`config.mk`:
```
export PLATFORM = sky130hd
export DESIGN_NAME = text_word_tokenizer_unit
export DESIGN_NICKNAME = d
export VERILOG_FILES = /design/src/sv/twt_pkg.sv /design/src/sv/twt_front.sv /design/src/sv/twt_desc_fifo.sv /design/src/sv/twt_back.sv /design/src/sv/text_word_tokenizer_unit.sv
export SDC_FILE = /design/constraint.sdc
export NUM_CORES = 2
export LEC_CHECK = 0
export BUFFER_PORTS_ARGS = -buffer_cell sky130_fd_sc_hd__buf_2
export CORE_MARGIN = 2
export CORE_UTILIZATION = 50
export CTS_CLUSTER_DIAMETER = 80
export DETAILED_ROUTE_END_ITERATION = 7
export PLACE_DENSITY = 0.68
export SYNTH_ARGS = -nofsm -noshare
export SYNTH_HDL_FRONTEND = slang
export SYNTH_SLANG_ARGS = --single-unit
```
`constraint.sdc`:
```
create_clock -name clk -period 8.35 [get_ports clk]
set_input_delay 1.67 -clock clk [delete_from_list [all_inputs] [get_ports clk]]
set_output_delay 1.67 -clock clk [all_outputs]
set_load 0.05 [all_outputs]
```
`src/sv/twt_pkg.sv`:
```
// ----------------------------------------------------------------------------
// twt_pkg
// types, constants and character classes shared by the word tokenizer modules
// ----------------------------------------------------------------------------
package twt_pkg;

  localparam int MAX_WORD   = 64;
  localparam int LEN_W      = $clog2(MAX_WORD + 1);
  localparam int RING_DEPTH = 2 * MAX_WORD;
  localparam int ADDR_W     = $clog2(RING_DEPTH);
  localparam int PTR_W      = ADDR_W + 1;
  localparam int OFF_W      = 32;
  localparam int CNT_W      = 32;
  localparam int DESC_DEPTH = 4;
  localparam int DPTR_W     = $clog2(DESC_DEPTH) + 1;
  localparam int CFG_IDX_W  = 2;
  localparam int CFG_W      = 7;

  localparam logic [7:0] CH_HYPHEN = 8'h2D;
  localparam logic [7:0] CH_SLASH  = 8'h2F;
  localparam logic [7:0] CH_UNDER  = 8'h5F;
  localparam logic [7:0] CH_SPACE  = 8'h20;
  localparam logic [7:0] CH_TAB    = 8'h09;
  localparam logic [7:0] CH_CR     = 8'h0D;
  localparam logic [7:0] CH_CASE   = 8'h20;

  typedef enum logic [CFG_IDX_W-1:0] {
    CFG_ALLOW_SINGLE = 2'd0,
    CFG_KEEP_NUMERIC = 2'd1,
    CFG_MAX_WORD_LEN = 2'd2,
    CFG_FOLD_CASE    = 2'd3
  } cfg_index_t;

  typedef struct packed {
    logic [7:0] text_byte;
    logic       end_of_text;
  } item_t;

  typedef struct packed {
    logic [7:0]       word_char;
    logic             last_char;
    logic [CNT_W-1:0] word_number;
    logic [31:0]      start_offset;
    logic [31:0]      end_offset;
  } result_t;

  // one kept word, chars already sitting in the ring
  typedef struct packed {
    logic [LEN_W-1:0] len;
    logic [CNT_W-1:0] word_number;
    logic [31:0]      start_offset;
    logic [31:0]      end_offset;
  } desc_t;

  typedef struct packed {
    logic              en;
    logic [ADDR_W-1:0] addr;
    logic [7:0]        data;
  } char_wr_t;

  function automatic logic is_upper(input logic [7:0] c);
    return (c >= 8'h41) && (c <= 8'h5A);
  endfunction

  function automatic logic is_lower(input logic [7:0] c);
    return (c >= 8'h61) && (c <= 8'h7A);
  endfunction

  function automatic logic is_letter(input logic [7:0] c);
    return is_upper(c) || is_lower(c);
  endfunction

  function automatic logic is_word_char(input logic [7:0] c);
    return is_letter(c) || ((c >= 8'h30) && (c <= 8'h39)) || (c == CH_SLASH) ||
           (c == CH_UNDER);
  endfunction

  function automatic logic is_blank(input logic [7:0] c);
    return (c == CH_SPACE) || ((c >= CH_TAB) && (c <= CH_CR));
  endfunction

endpackage

```
`src/sv/twt_front.sv`:
```
// ----------------------------------------------------------------------------
// twt_front
// config registers, byte classification, word assembly and keep/drop decision
// ----------------------------------------------------------------------------
module twt_front (
  input  logic                             clk,
  input  logic                             rst,
  input  logic                             wr_en,
  input  logic [twt_pkg::CFG_IDX_W-1:0]    wr_index,
  input  logic [twt_pkg::CFG_W-1:0]        wr_data,
  input  logic                             push,
  output logic                             full,
  input  twt_pkg::item_t                   item,
  output twt_pkg::char_wr_t                char_wr,
  input  logic [twt_pkg::PTR_W-1:0]        tail,
  output logic                             desc_push,
  output twt_pkg::desc_t                   desc,
  input  logic                             desc_full
);

  localparam logic [twt_pkg::CFG_W-1:0] CAP_MAX = twt_pkg::CFG_W'(twt_pkg::MAX_WORD);

  logic                           allow_single;
  logic                           keep_numeric;
  logic [twt_pkg::CFG_W-1:0]      max_word_len;
  logic                           fold_case;

  logic [twt_pkg::LEN_W-1:0]      word_length;
  logic                           has_letter;
  logic [twt_pkg::LEN_W-1:0]      first_letter;
  logic                           after_hyphen;
  logic [twt_pkg::OFF_W-1:0]      byte_offset;
  logic [twt_pkg::OFF_W-1:0]      word_start;
  logic [twt_pkg::CNT_W-1:0]      words_emitted;
  logic [twt_pkg::PTR_W-1:0]      base;

  logic                           accept;
  logic [7:0]                     b;
  logic [7:0]                     c;
  logic                           skip;
  logic                           hyphen;
  logic                           wordc;
  logic                           other;
  logic                           do_write;
  logic                           close_sep;
  logic                           close_end;
  logic                           close_now;
  logic [twt_pkg::LEN_W-1:0]      cap;
  logic [twt_pkg::LEN_W-1:0]      word_length_next;
  logic                           has_letter_next;
  logic [twt_pkg::LEN_W-1:0]      first_letter_next;
  logic [twt_pkg::LEN_W-1:0]      len;
  logic                           letter;
  logic                           keep;
  logic [twt_pkg::OFF_W-1:0]      word_start_next;
  logic [twt_pkg::OFF_W-1:0]      offset_inc;
  logic [twt_pkg::PTR_W-1:0]      wr_ptr;
  logic [twt_pkg::PTR_W-1:0]      ring_used;

  // config port
  always_ff @(posedge clk) begin
    if (rst) begin
      allow_single <= 1'b0;
      keep_numeric <= 1'b0;
      max_word_len <= CAP_MAX;
      fold_case    <= 1'b1;
    end else if (wr_en) begin
      unique case (twt_pkg::cfg_index_t'(wr_index))
        twt_pkg::CFG_ALLOW_SINGLE: allow_single <= wr_data[0];
        twt_pkg::CFG_KEEP_NUMERIC: keep_numeric <= wr_data[0];
        twt_pkg::CFG_MAX_WORD_LEN: max_word_len <= wr_data;
        twt_pkg::CFG_FOLD_CASE:    fold_case    <= wr_data[0];
        default: ;
      endcase
    end
  end

  always_comb begin
    priority if (max_word_len == '0) begin
      cap = twt_pkg::LEN_W'(1);
    end else if (max_word_len > CAP_MAX) begin
      cap = twt_pkg::LEN_W'(twt_pkg::MAX_WORD);
    end else begin
      cap = twt_pkg::LEN_W'(max_word_len);
    end
  end

  assign wr_ptr    = base + twt_pkg::PTR_W'(word_length);
  assign ring_used = wr_ptr - tail;
  assign full      = (ring_used == twt_pkg::PTR_W'(twt_pkg::RING_DEPTH)) || desc_full;
  assign accept    = push && !full;

  assign b = item.text_byte;
  assign c = (fold_case && twt_pkg::is_upper(b)) ? (b | twt_pkg::CH_CASE) : b;

  assign skip     = after_hyphen && twt_pkg::is_blank(b);
  assign hyphen   = !skip && (word_length != '0) && (b == twt_pkg::CH_HYPHEN);
  assign wordc    = !skip && !hyphen && twt_pkg::is_word_char(c);
  assign other    = !skip && !hyphen && !twt_pkg::is_word_char(c);
  assign do_write = wordc && (word_length < cap);

  assign word_length_next  = word_length + twt_pkg::LEN_W'(do_write);
  assign has_letter_next   = has_letter || (do_write && twt_pkg::is_letter(c));
  assign first_letter_next = (do_write && twt_pkg::is_letter(c) && !has_letter) ?
                             word_length : first_letter;
  assign word_start_next   = (wordc && (word_length == '0)) ? byte_offset : word_start;
  assign offset_inc        = byte_offset + twt_pkg::OFF_W'(1);

  assign close_sep = other && (word_length != '0);
  assign close_end = item.end_of_text && !close_sep && (word_length_next != '0);
  assign close_now = accept && (close_sep || close_end);

  // cap may have been lowered since the word began
  assign len    = (word_length_next > cap) ? cap : word_length_next;
  assign letter = has_letter_next && (first_letter_next < len);
  assign keep   = !(((len < twt_pkg::LEN_W'(2)) && !allow_single) ||
                    (!letter && !keep_numeric));

  assign desc_push         = close_now && keep;
  assign desc.len          = len;
  assign desc.word_number  = words_emitted;
  assign desc.start_offset = word_start_next[31:0];
  assign desc.end_offset   = close_sep ? byte_offset[31:0] : offset_inc[31:0];

  assign char_wr.en   = accept && do_write;
  assign char_wr.addr = wr_ptr[twt_pkg::ADDR_W-1:0];
  assign char_wr.data = c;

  always_ff @(posedge clk) begin
    if (rst) begin
      word_length   <= '0;
      has_letter    <= 1'b0;
      first_letter  <= '0;
      after_hyphen  <= 1'b0;
      byte_offset   <= '0;
      word_start    <= '0;
      words_emitted <= '0;
      base          <= '0;
    end else if (accept) begin
      if (desc_push) begin
        base <= base + twt_pkg::PTR_W'(len);
      end
      if (close_now || item.end_of_text) begin
        word_length <= '0;
        has_letter  <= 1'b0;
      end else begin
        word_length <= word_length_next;
        has_letter  <= has_letter_next;
      end
      first_letter <= first_letter_next;
      if (item.end_of_text) begin
        after_hyphen  <= 1'b0;
        byte_offset   <= '0;
        word_start    <= '0;
        words_emitted <= '0;
      end else begin
        after_hyphen  <= skip ? after_hyphen : hyphen;
        byte_offset   <= offset_inc;
        word_start    <= word_start_next;
        words_emitted <= words_emitted + twt_pkg::CNT_W'(desc_push);
      end
    end
  end

  a_ring_bound: assert property (@(posedge clk) disable iff (rst)
    ring_used <= twt_pkg::PTR_W'(twt_pkg::RING_DEPTH))
    else $error("char ring overfilled");

  a_len_bound: assert property (@(posedge clk) disable iff (rst)
    word_length <= twt_pkg::LEN_W'(twt_pkg::MAX_WORD))
    else $error("word length beyond buffer");

  a_eot_clear: assert property (@(posedge clk) disable iff (rst)
    accept && item.end_of_text |=> (byte_offset == '0) && (word_length == '0) &&
                                   (words_emitted == '0))
    else $error("document state not cleared at end of text");

endmodule

```
`src/sv/twt_desc_fifo.sv`:
```
// ----------------------------------------------------------------------------
// twt_desc_fifo
// short queue of kept-word descriptors between front and back
// ----------------------------------------------------------------------------
module twt_desc_fifo (
  input  logic           clk,
  input  logic           rst,
  input  logic           wr,
  input  twt_pkg::desc_t wdata,
  output logic           full,
  input  logic           rd,
  output twt_pkg::desc_t rdata,
  output logic           valid
);

  localparam int IDX_W = twt_pkg::DPTR_W - 1;

  twt_pkg::desc_t               slots [twt_pkg::DESC_DEPTH];
  logic [twt_pkg::DPTR_W-1:0]   wptr;
  logic [twt_pkg::DPTR_W-1:0]   rptr;

  assign valid = (wptr != rptr);
  assign full  = (wptr[IDX_W-1:0] == rptr[IDX_W-1:0]) &&
                 (wptr[IDX_W] != rptr[IDX_W]);
  assign rdata = slots[rptr[IDX_W-1:0]];

  always_ff @(posedge clk) begin
    if (wr && !full) begin
      slots[wptr[IDX_W-1:0]] <= wdata;
    end
  end

  always_ff @(posedge clk) begin
    if (rst) begin
      wptr <= '0;
      rptr <= '0;
    end else begin
      if (wr && !full) begin
        wptr <= wptr + twt_pkg::DPTR_W'(1);
      end
      if (rd && valid) begin
        rptr <= rptr + twt_pkg::DPTR_W'(1);
      end
    end
  end

endmodule

```
`src/sv/twt_back.sv`:
```
// ----------------------------------------------------------------------------
// twt_back
// char ring memory and per-character emitter with result register
// ----------------------------------------------------------------------------
module twt_back (
  input  logic                       clk,
  input  logic                       rst,
  input  twt_pkg::char_wr_t          char_wr,
  output logic [twt_pkg::PTR_W-1:0]  tail,
  input  twt_pkg::desc_t             desc,
  input  logic                       desc_valid,
  output logic                       desc_pop,
  output twt_pkg::result_t           result,
  output logic                       empty,
  input  logic                       pop
);

  logic [7:0]                  ring [twt_pkg::RING_DEPTH];
  logic [7:0]                  rd_data;
  logic                        rd_pend;
  logic                        rd_last;
  logic [twt_pkg::CNT_W-1:0]   rd_word_number;
  logic [31:0]                 rd_start;
  logic [31:0]                 rd_end;
  logic [twt_pkg::LEN_W-1:0]   k;
  logic                        out_valid;
  logic                        pop_fire;
  logic                        issue;
  logic                        last;

  assign empty    = !out_valid;
  assign pop_fire = pop && out_valid;
  assign issue    = desc_valid && !rd_pend && (!out_valid || pop);
  assign last     = (k + twt_pkg::LEN_W'(1)) == desc.len;
  assign desc_pop = issue && last;

  always_ff @(posedge clk) begin
    if (char_wr.en) begin
      ring[char_wr.addr] <= char_wr.data;
    end
    if (issue) begin
      rd_data <= ring[tail[twt_pkg::ADDR_W-1:0]];
    end
  end

  always_ff @(posedge clk) begin
    if (issue) begin
      rd_last        <= last;
      rd_word_number <= desc.word_number;
      rd_start       <= desc.start_offset;
      rd_end         <= desc.end_offset;
    end
    if (rd_pend) begin
      result.word_char    <= rd_data;
      result.last_char    <= rd_last;
      result.word_number  <= rd_word_number;
      result.start_offset <= rd_start;
      result.end_offset   <= rd_end;
    end
  end

  always_ff @(posedge clk) begin
    if (rst) begin
      tail      <= '0;
      k         <= '0;
      rd_pend   <= 1'b0;
      out_valid <= 1'b0;
    end else begin
      rd_pend <= issue;
      if (issue) begin
        tail <= tail + twt_pkg::PTR_W'(1);
        k    <= last ? '0 : k + twt_pkg::LEN_W'(1);
      end
      if (rd_pend) begin
        out_valid <= 1'b1;
      end else if (pop_fire) begin
        out_valid <= 1'b0;
      end
    end
  end

  a_slot_free: assert property (@(posedge clk) disable iff (rst)
    rd_pend |-> !out_valid)
    else $error("read data arrives while result register busy");

  a_load: assert property (@(posedge clk) disable iff (rst)
    rd_pend |=> out_valid)
    else $error("read data not loaded into result register");

  a_hold: assert property (@(posedge clk) disable iff (rst)
    out_valid && !pop |=> out_valid && $stable(result))
    else $error("waiting result lost or changed");

endmodule

```
`src/sv/text_word_tokenizer_unit.sv`:
```
// ----------------------------------------------------------------------------
// text_word_tokenizer_unit
// splits a byte stream into index words, one result beat per kept character
// ----------------------------------------------------------------------------
//
// channel   | handshake        | beat
// ----------+------------------+--------------------------------------------
// item      | push / full      | text_byte, end_of_text
// result    | empty / pop      | word_char, last_char, word_number, offsets
// config    | wr_en            | wr_index, wr_data (no read-back)
//
// a byte beat is taken while full is low; full rises only when
// the char ring holds two words' worth or the word queue is full
// each emitted character passes two steps in the back end: one ring read,
// one load of the result register; no new read issues while one is pending
// reset (rst, synchronous) restores config defaults and empties ring, queue
// and result register; no clearing pass is needed
// a stalled result side fills the ring or the queue, then holds full high
//
module text_word_tokenizer_unit (
  input  logic                          clk,
  input  logic                          rst,
  input  logic                          wr_en,
  input  logic [twt_pkg::CFG_IDX_W-1:0] wr_index,
  input  logic [twt_pkg::CFG_W-1:0]     wr_data,
  input  logic                          push,
  output logic                          full,
  input  twt_pkg::item_t                item,
  output logic                          empty,
  input  logic                          pop,
  output twt_pkg::result_t              result
);

  // front to back traffic
  twt_pkg::char_wr_t          char_wr;
  logic [twt_pkg::PTR_W-1:0]  tail;
  twt_pkg::desc_t             desc_in;
  twt_pkg::desc_t             desc_out;
  logic                       desc_push;
  logic                       desc_full;
  logic                       desc_valid;
  logic                       desc_pop;

  // classify bytes, assemble words, decide keep or drop
  twt_front u_front (
    .clk       (clk),
    .rst       (rst),
    .wr_en     (wr_en),
    .wr_index  (wr_index),
    .wr_data   (wr_data),
    .push      (push),
    .full      (full),
    .item      (item),
    .char_wr   (char_wr),
    .tail      (tail),
    .desc_push (desc_push),
    .desc      (desc_in),
    .desc_full (desc_full)
  );

  // kept words waiting for the emitter
  twt_desc_fifo u_desc_fifo (
    .clk   (clk),
    .rst   (rst),
    .wr    (desc_push),
    .wdata (desc_in),
    .full  (desc_full),
    .rd    (desc_pop),
    .rdata (desc_out),
    .valid (desc_valid)
  );

  // walk the ring, one character beat per result
  twt_back u_back (
    .clk        (clk),
    .rst        (rst),
    .char_wr    (char_wr),
    .tail       (tail),
    .desc       (desc_out),
    .desc_valid (desc_valid),
    .desc_pop   (desc_pop),
    .result     (result),
    .empty      (empty),
    .pop        (pop)
  );

endmodule
```
# Word-level counts from Yosys, hierarchy flattened
# Memory sizes are Yosys's and may differ from the RTL's. A register that Yosys moved wholly into a read port is not among the register bits.
# Cells that the tools add are included.
# Widths: inputs -> output; s select.
[op_classes]
n_mux = 23
div = 0
multipliers = 0
addsub = 10
order_cmp = 15
shift = 0
n_bitwise = 0
n_eq_ne = 13
reduce_logical = 69
[op_table]
columns = ["operator", "count"]
rows = [
  ["$mux 32", 5],
  ["$mux 7", 6],
  ["$logic_and 1x1->1", 33],
  ["$add 32x1->32", 1],
  ["$add 32x1->32 const B", 1],
  ["$eq 8x6->1 const B", 3],
  ["$ge 8x7->1 const B", 3],
  ["$le 8x7->1 const B", 3],
  ["$add 8x7->8", 2],
  ["$logic_not 7->1", 2],
  ["$lt 7x7->1", 2],
  ["$reduce_bool 7->1", 2],
  ["$logic_not 1->1", 13],
  ["$reduce_and 2->1", 6],
  ["$logic_or 1x1->1", 11],
  ["$mux 1", 9],
  ["$add 8x1->8 const B", 1],
  ["$eq 8x7->1 const B", 1],
  ["$eq 8x8->1 const B", 1],
  ["$ge 8x4->1 const B", 1],
  ["$ge 8x6->1 const B", 1],
  ["$le 8x4->1 const B", 1],
  ["$le 8x6->1 const B", 1],
  ["$sub 8x8->8", 1],
  ["other kinds (17)", 20],
]
[word_totals]
regBits = 355
latch_bits = 0
in_bits = 23
mem_bits_rw = 1436
wordCells = 159
rom_bits = 0
output_inout_bits = 107
n_memories = 2
[mem_list]
columns = ["memory", "words", "width", "read_ports", "rd_ports_with_merged_regs", "wr", "line_no", "text"]
rows = [
  ["u_back.ring", 128, 8, 1, 1, 1, "twt_back.sv:18", "logic [7:0] ring [twt_pkg::RING_DEPTH];"],
  ["u_desc_fifo.slots", 4, 103, 1, 1, 1, "twt_desc_fifo.sv:18", "twt_pkg::desc_t slots [twt_pkg::DESC_DEPTH];"],
]

# Depth between registers and ports, before layout
[depth]
word_depth = 25
mapped_depth = 35
mapped_depth_nobuf = 33

# Modules after synthesis
# Synthesis repeated with hierarchy kept, for this count alone.
[unflattened]
hier_cells = 3949
hier_area_um2 = 71267.1
[by_module_without_submodules]
columns = ["module", "seq_area_each_um2", "instances", "area_each_um2", "cells_per_inst"]
rows = [
  ["twt_back", 37395.9, 1, 47177.7, 2261],
  ["twt_desc_fifo", 12532.0, 1, 15414.8, 607],
  ["twt_front", 2602.5, 1, 8674.6, 1081],
]

# Worst setup path after synthesis
# Ideal clock, no wire load.
[synth_timing]
path_kind = "input -> register"
from = "input port item[5] in the netlist's numbering"
to = "memory u_desc_fifo.slots[1][0] in the netlist's numbering (enable)"
n_path_buf = 1
setup_slack_ns = -0.526
t_arrival_ns = 8.402
setup_ns = 0.474
path_stages = 24
t_required_ns = 7.876
path_cell_list = "nor4bb_1 > a32oi_1 > o31ai_1 > nor2_1 > nor2_4 > ha_1 > ha_1 > nand2_1 > nor2_1 > xor2_1 > ha_1 > a21oi_1 > o21ai_0 > o21bai_2 > mux2_2 > inv_1 > ha_1 > nor2b_1 > o21ai_0 > a21oi_1 > a21oi_1 > and3_1 > buf_2 > and3_1"
[synth_lines]
columns = ["item", "line_no", "text"]
rows = [
  ["start, declared", "text_word_tokenizer_unit.sv:28", "input twt_pkg::item_t item,"],
  ["end, declared", "twt_desc_fifo.sv:18", ""],
]

==> out/metrics.json <==
{
  "post_dp_cell_area_sq_um": 74300,
  "gp_routability_congestion": 0.835,
  "required_ns": 9.06,
  "nets": 3972,
  "design_power_total_mw": 17.8,
  "pin_count_of_the_biggest_net_entering_global_routing": 115,
  "fmax_ghz": 0.136,
  "io-pin-count": 130,
  "static-leakage-power_nw": 25.7,
  "clock-sinks": 1801,
  "cts_hold_buffers": 0,
  "tritoncts.num_buffers": 179,
  "clock_power_share_pct": 42.7,
  "drv_cap": 0,
  "synth_fp_nets": 3677,
  "crit_arrival_ns": 8.07,
  "worstPathBufferInverterCount": 5,
  "instances_no_fill": 5919,
  "first_pass_iters": 5,
  "final_critical_path_setup_slack_ns": 0.988,
  "skew_ns": 0.0759,
  "cts_buffer_depth": 3,
  "p_sw_share_pct": 20.7,
  "final_area_sq_um": 79900,
  "share_seq_of_total_power_pct": 55.2,
  "switchingPower_mw": 3.68,
  "timing.reg2reg.setup_slack_ns": 1.44,
  "crit_path_start_kind": "input pin",
  "initial_detailed_routing_violation_count": 3187,
  "setup_tns_ns": 0,
  "post_cts.resized_instances": 0,
  "synth_cells": 3599,
  "power.internal_mw": 14.1,
  "area_delta_synth_final_pct": 13.2,
  "final.min_clock_period_ns": 7.36,
  "syn_avg_cell_area_sq_um": 19.6,
  "yosysSeqAreaShare_pct": 74.4,
  "max_slew_margin_pct": 8.84,
  "worst_path_clk_slew_ns": 0.06,
  "drive_above_1_share_pct": 27.0,
  "async_flop_share_pct": 0,
  "wire_length_of_the_first_global_routing_pass_um": 228000,
  "final.period_utilization_pct": 88.2,
  "critical-path-top-delay-family": "simple AND/OR/NAND/NOR gates",
  "critPathSlowestCell": "mux2_2",
  "number_of_antenna_violations_at_the_first_check_in_global_routing": 2,
  "number_of_standard_cell_rows_in_the_floorplan": 137,
  "grt_overflow": 0,
  "synth-warning-count": 0,
  "vias": 34800,
  "detailedPlacementHpwl_um": 91900,
  "worstSetupPathType": "in2reg",
  "ys_ff_latch": 1801,
  "crit_path_max_fanout": 26,
  "die_footprint_sq_um": 144000,
  "power.ir.vdd_worst_mv": 0.178,
  "numPortBuffers": 129,
  "total_length_of_routed_wires_um": 152000,
  "tightest_slew_ns": 1.36,
  "netlist_area_sq_um": 70600,
  "final_max_slew_viol_count": 0,
  "initial_core_util_pct": 50.5,
  "power_frac_comb_pct": 2.0,
  "report.final.hold_viol_count": 0,
  "postCtsSetupBuffers": 0,
  "cts.htree.levels": 4,
  "grt_setup_unrepaired": "no",
  "synth-edff-count": 1646,
  "die_x_um": 380,
  "number_of_nets_still_failing_antenna_checks_after_routing": 0,
  "via_count_of_the_first_global_routing_pass": 34800,
  "final_setup_violations": 0,
  "ys_types": 81,
  "hold_class": "reg2reg",
  "finalCoreUtilization_pct": 57.1,
  "clock_tree.root_cell": "clkbuf_16",
  "cp_common_cell": "ha_1",
  "fp.coreArea_sq_um": 140000,
  "detail_route.vias_per_cell": 5.88,
  "fin_hold_ws_ns": 0.382,
  "placed_cells": 5589,
  "dp_slack_ns": 0.229,
  "delay_of_the_slowest_cell_on_the_worst_path_ns": 0.46,
  "end_kind": "flop",
  "tritoncts": "built",
  "post_drt_wl_per_cell_um": 25.6,
  "grt_use_total_pct": 21.1,
  "run_status": "finished, final reports clean",
  "remaining_drc_errors": 0,
  "power_density_nw_per_um2": 222,
  "clock_latency_ns": 0.82,
  "dieHeight_um": 380,
  "ys_dominant_reg_cell": "edfxtp_1",
  "antennaDiodeCount": 0
}
## logic make-up (layout without fill, tap and decap cells)
logic type,after synthesis,count (layout),share of synthesized area [%]
mux,497,497,14.9
buf+inv,239,683,1.50
xor+xnor,112,112,1.45
flops,1801,1801,74.4
fa+ha+maj,55,55,0.996
simple gates,654,654,4.64
compound gates,241,241,2.12
## sequential cells by signal (all words and copies together), names as in the netlist, 3 cells and up, named ones only
| signal | cells |
|---|---|
| u_front.base | 8 |
| u_desc_fifo.rptr | 3 |
| u_front.words_emitted | 32 |
| u_back.result | 105 |
| u_front.max_word_len | 7 |
| u_back.rd_end | 32 |
| u_back.k | 7 |
| u_front.first_letter | 7 |
| u_desc_fifo.wptr | 3 |
| u_desc_fifo.slots | 412 |
| u_back.rd_start | 32 |
| u_back.tail | 8 |
| u_back.rd_data | 8 |
| u_front.byte_offset | 32 |
| u_front.word_start | 32 |
| u_front.word_length | 7 |
| u_back.ring | 1024 |
| u_back.rd_word_number | 32 |
## per-layer routing
| metal | track usage [%] | wire (um) |
|---|---|---|
| met1 | 30.2 | 64700 |
| met2 | 33.5 | 73600 |
| met3 | 3.96 | 9880 |
| met4 | 5.89 | 3420 |
| met5 | 0 | 18 |
## power by group through the flow
stage	Sequential, mW	Combinational (mW)	Clock, mW
floorplan	10.0	0.180	0
global placement	10.0	0.356	0
detailed placement	10.0	0.364	0
CTS	9.81	0.364	7.74
global route	9.81	0.388	8.08
finish	9.81	0.362	7.59
## cells in the final DEF (no fill, tap or decap), types with 7 or more instances in the layout
cell,synthesis,routed
a211oi_1,11,11
a21o_1,10,9
a21oi_1,117,117
and3_1,15,12
buf_12,0,10
buf_2,39,121
buf_4,16,173
clkbuf_1,94,40
clkbuf_16,0,179
clkinv_1,0,40
clkinv_2,0,35
dfxtp_1,155,149
edfxtp_1,1646,1646
ha_1,53,53
inv_1,47,46
inv_6,0,7
mux2_2,42,42
mux2i_1,15,14
mux4_2,439,439
nand2_1,151,150
nand3_1,57,53
nand3b_1,40,40
nand4_1,26,26
nor2_1,139,139
nor2b_1,15,15
nor3_1,151,145
nor3_2,2,8
o21ai_0,45,43
o31ai_1,12,12
or3_1,11,11
or4_1,13,13
xnor2_1,72,72
xor2_1,37,37
## final cells by class
cell class	instances	area [sq um]
repair buffers	304	2100
flip-flops and latches	1801	52600
multi-input cells	1559	17100
fillers	10400	60000
inverters	49	191
clock buffers	223	4680
clock inverters	107	896
well taps	1876	2350
## worst reg2reg max path: cells and delay by family (launching register included)
kind | cells | cell delay (ns)
compound gates | 9 | 1.68
buf+inv | 3 | 0.39
xor+xnor | 1 | 0.32
mux | 1 | 0.46
fa+ha+maj | 6 | 1.68
simple gates | 10 | 1.89
flops | 1 | 0.41
## cells in the mapped netlist, types with 4 or more instances
master / instances / area (sq um)
edfxtp_1: 1646 / 49400
mux4_2: 439 / 9890
dfxtp_1: 155 / 3100
nand2_1: 151 / 567
nor3_1: 151 / 756
nor2_1: 139 / 522
a21oi_1: 117 / 586
clkbuf_1: 94 / 353
xnor2_1: 72 / 631
nand3_1: 57 / 285
ha_1: 53 / 663
inv_1: 47 / 176
o21ai_0: 45 / 225
mux2_2: 42 / 473
nand3b_1: 40 / 300
buf_2: 39 / 195
xor2_1: 37 / 324
buf_1: 31 / 116
nand4_1: 26 / 163
buf_4: 16 / 120
and3_1: 15 / 93.8
mux2i_1: 15 / 150
nor2b_1: 15 / 93.8
or4_1: 13 / 97.6
o31ai_1: 12 / 90.1
a211oi_1: 11 / 82.6
or3_1: 11 / 68.8
a21o_1: 10 / 75.1
buf_6: 7 / 78.8
and2_1: 6 / 37.5
nand2b_1: 6 / 37.5
a2111oi_2: 4 / 60.1
nor4_1: 4 / 25.0
o211ai_1: 4 / 30.0
o21bai_1: 4 / 30.0
## path summary, 6_finish.rpt
| kind | end | cells after the start | startpoint |
|---|---|---|---|
| hold / removal | u_back.result[44] | 0 | u_back.rd_start[12] |
| setup / recovery | u_front.words_emitted[19] | 30 | item[2] |
| hold reg to reg | u_back.result[44] | 0 | u_back.rd_start[12] |
| setup reg to reg | u_front.words_emitted[19] | 30 | u_front.max_word_len[4] |
No activity file was read; power rests on OpenSTA's default activity.
